--- src/sv/arqsw_pkg.sv ---
`timescale 1ns / 1ps
`default_nettype none
package arqsw_pkg;

    localparam int SEQ_SPACE = 16;
    localparam int SEQ_W     = 4;
    localparam int TIME_W    = 40;
    localparam int CNT_W     = 32;
    localparam int ATT_W     = 8;
    localparam int OUTS_W    = 5;
    localparam int DIV_BITS  = 40;
    localparam int DCNT_W    = $clog2(DIV_BITS);

    localparam logic [TIME_W-1:0] MIN_TIMEOUT = 40'd50;

    localparam logic [2:0]  DEF_SEQ_BITS  = 3'd4;
    localparam logic [4:0]  DEF_WINDOW    = 5'd8;
    localparam logic [31:0] DEF_GOAL      = 32'd1000;
    localparam logic [23:0] DEF_INIT_TO   = 24'd300000;
    localparam logic [7:0]  DEF_WARMUP    = 8'd10;
    localparam logic [15:0] DEF_FACTOR    = 16'd1500;
    localparam logic [23:0] DEF_THRESHOLD = 24'd500;
    localparam logic [7:0]  DEF_RETRY     = 8'd10;

    localparam logic [1:0] KIND_SEND = 2'd0;
    localparam logic [1:0] KIND_ACK  = 2'd1;
    localparam logic [1:0] KIND_TICK = 2'd2;

    localparam logic [2:0] EV_SENT    = 3'd0;
    localparam logic [2:0] EV_RESENT  = 3'd1;
    localparam logic [2:0] EV_ACKED   = 3'd2;
    localparam logic [2:0] EV_REFUSED = 3'd3;
    localparam logic [2:0] EV_NONE    = 3'd4;

    localparam logic [2:0] CFG_SEQ_BITS  = 3'd0;
    localparam logic [2:0] CFG_WINDOW    = 3'd1;
    localparam logic [2:0] CFG_GOAL      = 3'd2;
    localparam logic [2:0] CFG_INIT_TO   = 3'd3;
    localparam logic [2:0] CFG_WARMUP    = 3'd4;
    localparam logic [2:0] CFG_FACTOR    = 3'd5;
    localparam logic [2:0] CFG_THRESHOLD = 3'd6;
    localparam logic [2:0] CFG_RETRY     = 3'd7;

    typedef struct packed {
        logic load;
        logic mul_lo;
        logic mul_hi;
        logic do_send;
        logic tick_prep;
        logic ack_prep;
        logic pick;
        logic ack_sample;
        logic mmul_lo;
        logic mmul_hi;
        logic div_init;
        logic div_step;
        logic ack_commit;
        logic resend;
        logic emit_none;
    } t_cmd;

    typedef struct packed {
        logic [1:0] kind;
        logic       finished;
        logic       prep_empty;
        logic       mask_any;
        logic       need_update;
        logic       div_last;
    } t_stat;

    function automatic logic [SEQ_W-1:0] lowest_idx(input logic [SEQ_SPACE-1:0] m);
        logic [SEQ_W-1:0] idx;
        idx = '0;
        for (int i = SEQ_SPACE - 1; i >= 0; i--) begin
            if (m[i]) idx = SEQ_W'(i);
        end
        return idx;
    endfunction

endpackage
`default_nettype wire

--- src/sv/arqsw_ctrl.sv ---
`timescale 1ns / 1ps
`default_nettype none
module arqsw_ctrl (
    input  wire logic            i_clk,
    input  wire logic            i_rst_n,
    input  wire logic            i_start,
    input  wire arqsw_pkg::t_stat i_stat,
    output arqsw_pkg::t_cmd      o_cmd,
    output logic                 o_busy
);
    import arqsw_pkg::*;

    typedef enum logic [12:0] {
        S_IDLE     = 13'b0000000000001,
        S_MUL_LO   = 13'b0000000000010,
        S_MUL_HI   = 13'b0000000000100,
        S_DISPATCH = 13'b0000000001000,
        S_APICK    = 13'b0000000010000,
        S_ARD      = 13'b0000000100000,
        S_ADEC     = 13'b0000001000000,
        S_MMUL_HI  = 13'b0000010000000,
        S_DIV_INIT = 13'b0000100000000,
        S_DIV      = 13'b0001000000000,
        S_ACOMMIT  = 13'b0010000000000,
        S_TPICK    = 13'b0100000000000,
        S_RESEND   = 13'b1000000000000
    } t_state;

    t_state r_state, n_state;

    always_comb begin
        n_state = r_state;
        o_cmd   = '0;
        case (r_state)
            S_IDLE: begin
                if (i_start) begin
                    o_cmd.load = 1'b1;
                    n_state    = S_MUL_LO;
                end
            end
            S_MUL_LO: begin
                o_cmd.mul_lo = 1'b1;
                n_state      = S_MUL_HI;
            end
            S_MUL_HI: begin
                o_cmd.mul_hi = 1'b1;
                n_state      = S_DISPATCH;
            end
            S_DISPATCH: begin
                n_state = S_IDLE;
                if (i_stat.kind == KIND_SEND) begin
                    o_cmd.do_send = 1'b1;
                end else if (i_stat.kind == KIND_ACK) begin
                    if (i_stat.finished || i_stat.prep_empty) begin
                        o_cmd.emit_none = 1'b1;
                    end else begin
                        o_cmd.ack_prep = 1'b1;
                        n_state        = S_APICK;
                    end
                end else if (i_stat.kind == KIND_TICK) begin
                    o_cmd.tick_prep = 1'b1;
                    if (i_stat.prep_empty) o_cmd.emit_none = 1'b1;
                    else n_state = S_TPICK;
                end else begin
                    o_cmd.emit_none = 1'b1;
                end
            end
            S_APICK: begin
                o_cmd.pick = 1'b1;
                n_state    = S_ARD;
            end
            S_ARD: begin
                o_cmd.ack_sample = 1'b1;
                n_state          = S_ADEC;
            end
            S_ADEC: begin
                if (i_stat.need_update) begin
                    o_cmd.mmul_lo = 1'b1;
                    n_state       = S_MMUL_HI;
                end else begin
                    o_cmd.ack_commit = 1'b1;
                    n_state          = i_stat.mask_any ? S_APICK : S_IDLE;
                end
            end
            S_MMUL_HI: begin
                o_cmd.mmul_hi = 1'b1;
                n_state       = S_DIV_INIT;
            end
            S_DIV_INIT: begin
                o_cmd.div_init = 1'b1;
                n_state        = S_DIV;
            end
            S_DIV: begin
                o_cmd.div_step = 1'b1;
                if (i_stat.div_last) n_state = S_ACOMMIT;
            end
            S_ACOMMIT: begin
                o_cmd.ack_commit = 1'b1;
                n_state          = i_stat.mask_any ? S_APICK : S_IDLE;
            end
            S_TPICK: begin
                o_cmd.pick = 1'b1;
                n_state    = S_RESEND;
            end
            S_RESEND: begin
                o_cmd.resend = 1'b1;
                n_state      = i_stat.mask_any ? S_TPICK : S_IDLE;
            end
            default: n_state = S_IDLE;
        endcase
    end

    always_ff @(posedge i_clk) begin
        if (!i_rst_n) r_state <= S_IDLE;
        else          r_state <= n_state;
    end

    assign o_busy = (r_state != S_IDLE);

endmodule
`default_nettype wire

--- config.mk ---
export PLATFORM = sky130hd
export DESIGN_NAME = arqsw_ctrl
export DESIGN_NICKNAME = d
export VERILOG_FILES = /design/src/sv/arqsw_pkg.sv /design/src/sv/arqsw_ctrl.sv
export SDC_FILE = /design/constraint.sdc
export NUM_CORES = 1
export LEC_CHECK = 0
export ABC_CLOCK_PERIOD_IN_PS = 2300
export CORE_MARGIN = 5
export CORE_UTILIZATION = 40
export DETAILED_ROUTE_END_ITERATION = 10
export DONT_BUFFER_PORTS = 1
export PLACE_DENSITY = 0.52
export SLEW_MARGIN = 20
export SYNTH_ARGS = -nofsm -noshare
export SYNTH_HDL_FRONTEND = slang
export SYNTH_SLANG_ARGS = --single-unit
--- constraint.sdc ---
create_clock -name i_clk -period 2.3 [get_ports i_clk]
set_clock_uncertainty 0.05 [all_clocks]
set_input_delay 0.115 -clock i_clk [delete_from_list [all_inputs] [get_ports i_clk]]
set_output_delay 0.115 -clock i_clk [all_outputs]
set_load 0.02 [all_outputs]
### Word-level counts from Yosys, hierarchy flattened

Index checks and enable logic that the tools add are counted.

| operators by class | value |
|---|---|
| reduce and logical (&&, ||, !) cells | 4 |
| eq/ne operators | 18 |
| multiplexer cells | 38 |

Operators with widths:

| cell | number |
|---|---|
| 13-bit case mux with 13 select lines | 1 |
| 13-bit 2-to-1 mux | 4 |
| 12-bit 2-to-1 mux | 3 |
| 1-bit 2-to-1 mux | 24 |
| 13-bit by 1-bit == test with 1-bit output, second input constant | 1 |
| 13-bit by 10-bit == test with 1-bit output, second input constant | 1 |
| 13-bit by 11-bit == test with 1-bit output, second input constant | 1 |
| 13-bit by 12-bit == test with 1-bit output, second input constant | 1 |
| 13-bit == test, second input constant | 1 |
| 13-bit by 2-bit == test with 1-bit output, second input constant | 1 |
| 13-bit by 3-bit == test with 1-bit output, second input constant | 1 |
| 13-bit by 4-bit == test with 1-bit output, second input constant | 1 |
| 13-bit by 5-bit == test with 1-bit output, second input constant | 1 |
| 13-bit by 6-bit == test with 1-bit output, second input constant | 1 |
| 13-bit by 7-bit == test with 1-bit output, second input constant | 1 |
| 13-bit by 8-bit == test with 1-bit output, second input constant | 1 |
| 13-bit by 9-bit == test with 1-bit output, second input constant | 1 |
| 13-bit by 1-bit != test with 1-bit output, second input constant | 1 |
| 5-bit 2-to-1 mux | 2 |
| 8-bit 2-to-1 mux | 1 |
| 2-bit != test, second input constant | 2 |
| 3-bit 2-to-1 mux | 1 |
| 2-bit by 1-bit == test with 1-bit output, second input constant | 1 |
| 2-bit == test, second input constant | 1 |
| 6 further kinds | 6 |

| word-level totals | value |
|---|---|
| word-level logic and storage cells | 61 |
| input port bits | 10 |
| output and inout bits | 16 |
| register bits after elaboration | 13 |

### Longest topological paths before layout

| depth | value |
|---|---|
| depth after elaboration | 5 |
| depth in mapped cells | 6 |
| gate-level depth less buffers | 5 |

### Worst setup path after synthesis

OpenSTA, ideal clock, no wires.

| timing | value |
|---|---|
| path kind | register -> output |
| start | reg r_state[3] |
| end | out o_cmd[2] (netlist name) |
| path slack | 397 ps |
| data required time | 2135 ps |
| data arrival time | 1738 ps |
| cell stages (with the launch flop) | 4 |
| path buffers | 1 |
| path through | dfxtp_1 -> buf_2 -> or4_4 -> nor4_1 |

RTL lines:

| element | line | source |
|---|---|---|
| start, declared | arqsw_ctrl.sv:29 | `t_state r_state, n_state;` |
| start signal, assigned | arqsw_ctrl.sv:115 | `else r_state <= n_state;` |
| end, declared | arqsw_ctrl.sv:8 | `output arqsw_pkg::t_cmd o_cmd,` |

==> results.toml <==
[logic_synthesis]
yosysUniqueCellTypes = 35
yosysSeqAreaShare_pct = 28.8
yosys-top-cells-count = "nor2_1, dfxtp_1, nor3_1, nand2_1, nand2b_1"
ys_warn_count = 0
post-synth-top-area-fraction_pct = 28.8
synth_area_leader_cell = "dfxtp_1"
syn_nets = 122
synth_edf_count = 0
syn-mean-instance-area_sq_um = 8.08
synthCells = 112
netlist_area_sq_um = 905
synth_most_common_cell = "nor2_1"
ys.flop_type = "dfxtp_1"
synth-async-reset-ratio_pct = 0
synth_seq_cells = 13
ys_top_cells_by_area = "dfxtp_1, nor4_4, nor3_1"

[layout]
final_core_util_pct = 48.5
top_regs = "r_state: 13 flops"
syn_to_final_growth_pct = 17.4
largest_reg_flops = 13
drive_gt1_share_pct = 18.4
regMostFlops = "r_state"
antennaDiodeCount = 0
fin_nets = 136
instances_no_fill = 153

[floorplan]
initial_core_util_pct = 41.3
dieArea_sq_um = 3310
num_io_pins = 26
die_x_um = 57.6
coreArea_sq_um = 2190
core.rowCount = 17
fp.dieH_um = 57.6

[clocking]
cts.sinks = 13
cts-root-buf = "clkbuf_4"
cts_buffers = 3
cts_tree = "built"
path_clk_slew_ps = 70
cts_max_path_buffers = 2
insertion_delay_ps = 270
htree_num_levels = 1
postCtsSetupRepairBufs = 0

[routing]
vias_per_cell = 5.58
drt_iter0_drc = 7
drt-total-wl_um = 2150
avgRoutedWirePerCell_um = 14.0
vias = 854
dr.pass1.iters = 4
ant_nets = 0
drc = 0

[global_route]
antenna_found_initial = 0
grt-ovfl-total = 0
grt_use_total_pct = 13.3
grt_pass1_wl_um = 3510
grt_start_max_net_pins = 11
grt_pass1_vias = 809

[power_and_ir_drop]
leakagePower_nw = 0.379
p_per_area_nw_per_um2 = 446
peakVddDrop_v = 0.000262

[setup_path]
crit-reg2reg-launch = "r_state[4]"
worstPathRequired_ps = 2130
endpoint_kind = "primary output"
arrival_ps = 1910
crit_path_cell_trace = "nor4_4, nand4_1, nor3_2"
crit_path_max_fanout = 7
r2r_cells = 4
start_kind = "register"
r2r_slack_ps = 370
r2r-end = "r_state[4]"
critPathKind = "register to primary output"
cpPeakStageDelay_ps = 490
slowest_stage = "nor4_4"

[placed_design]
numPortBuffers = 0
placed_cells = 144
dp_slack_ps = 342
routabilityCongestion = 0.827
hpwl_um = 1680

[sta]
min_period_over_period_pct = 90.0
setup_tns_ps = 0
setup_viol = 0
hold_viol_final = 0
grt_setup_unrepaired = "no"
period_needed_ps = 2070
slew_headroom_pct = 69.2
tightest_slew_ps = 461
fin_ws_ps = 229
drv_slew = 0
max_freq_mhz = 483

[run_status]
status = "completed"

[hold_path]
min_delay_path_depth = 3
hp-class = "primary input to register"
holdPathEnd = "r_state[11]"
min_from = "i_stat[3]"

[run]
maxCapViolCount = 0
-- critical path: cells and delay by family (launching register included) --
family        cells  cell delay, ps
flops             1             400
simple gates      3            1230
-- stage by stage --
| step | total power (W) | area, sq um | hold WS [ps] |
|---|---|---|---|
| 2_1_floorplan | 0.000317 | 905 | 183 |
| 3_3_place_gp | 0.000328 | 980 | 189 |
| 3_5_place_dp | 0.000327 | 980 | 194 |
| 4_1_cts | 0.000477 | 1060 | 52.9 |
| 5_1_grt | 0.000498 | 1060 | 74.0 |
| 6_report | 0.000474 | 1060 | 45.7 |
-- worst max path at each step --
stage / from / end / slack, ps / cells after the start
final: r_state[4] / o_cmd[9] / 230 / 3
after global routing: r_state[3] / o_cmd[9] / 50 / 3
after CTS: r_state[3] / o_cmd[9] / 160 / 3
after detailed placement: r_state[3] / r_state[4] / 340 / 4
after global placement: r_state[3] / r_state[4] / 360 / 4
after floorplan: r_state[3] / o_cmd[2] / 400 / 3
-- placed cells by master (no fill, tap or decap), types with 4 or more instances in the layout --
master / n
dfxtp_1: 13
nand2_1: 6
nor3_1: 12
and2_1: 4
nor2_1: 16
inv_1: 5
dlygate4sd3_1: 5
nand3_1: 4
buf_4: 8
nand2b_1: 6
o21a_1: 4
-- logic make-up after synthesis --
| logic type | Yosys count | synth area share (%) |
|---|---|---|
| XOR/XNOR | 3 | 2.91 |
| flip-flops | 13 | 28.8 |
| buffers and inverters | 9 | 4.29 |
| AND/OR/NAND/NOR | 75 | 54.4 |
| AO/OA/AOI/OAI | 12 | 9.68 |
-- layout make-up --
type	count	area, sq um
multi-input cells	90	612
repair buffers	13	110
clock buffers	4	26.3
fillers	229	1130
inverters	5	18.8
flip-flops and latches	13	260
well taps	28	35.0
-- what timing repair did --
item | 4_1_cts | 5_1_grt
endpoints found under the hold margin | 12 | 0
gates resized for setup | 0 | 1
hold buffers | 5 | 0
endpoints found under the setup margin | 0 | 3
-- per-layer routing --
metal	routed length, um	part of all wire (%)	vias to the layer above	track usage [%]
met2	965	45	24	20.6
met3	156	7.3	4	4.75
met4	25	1.2	0	3.97
met1	1000	47	379	17.0
li1	-	-	447	-
met5	0	0	-	0
-- power by group --
part           internal (W)  switching [W]   total, W
logic             0.0000379      0.0000483  0.0000862
clock network     0.0000672      0.0000740   0.000141
registers          0.000230      0.0000164   0.000246
No activity file was read; power rests on OpenSTA's default activity.
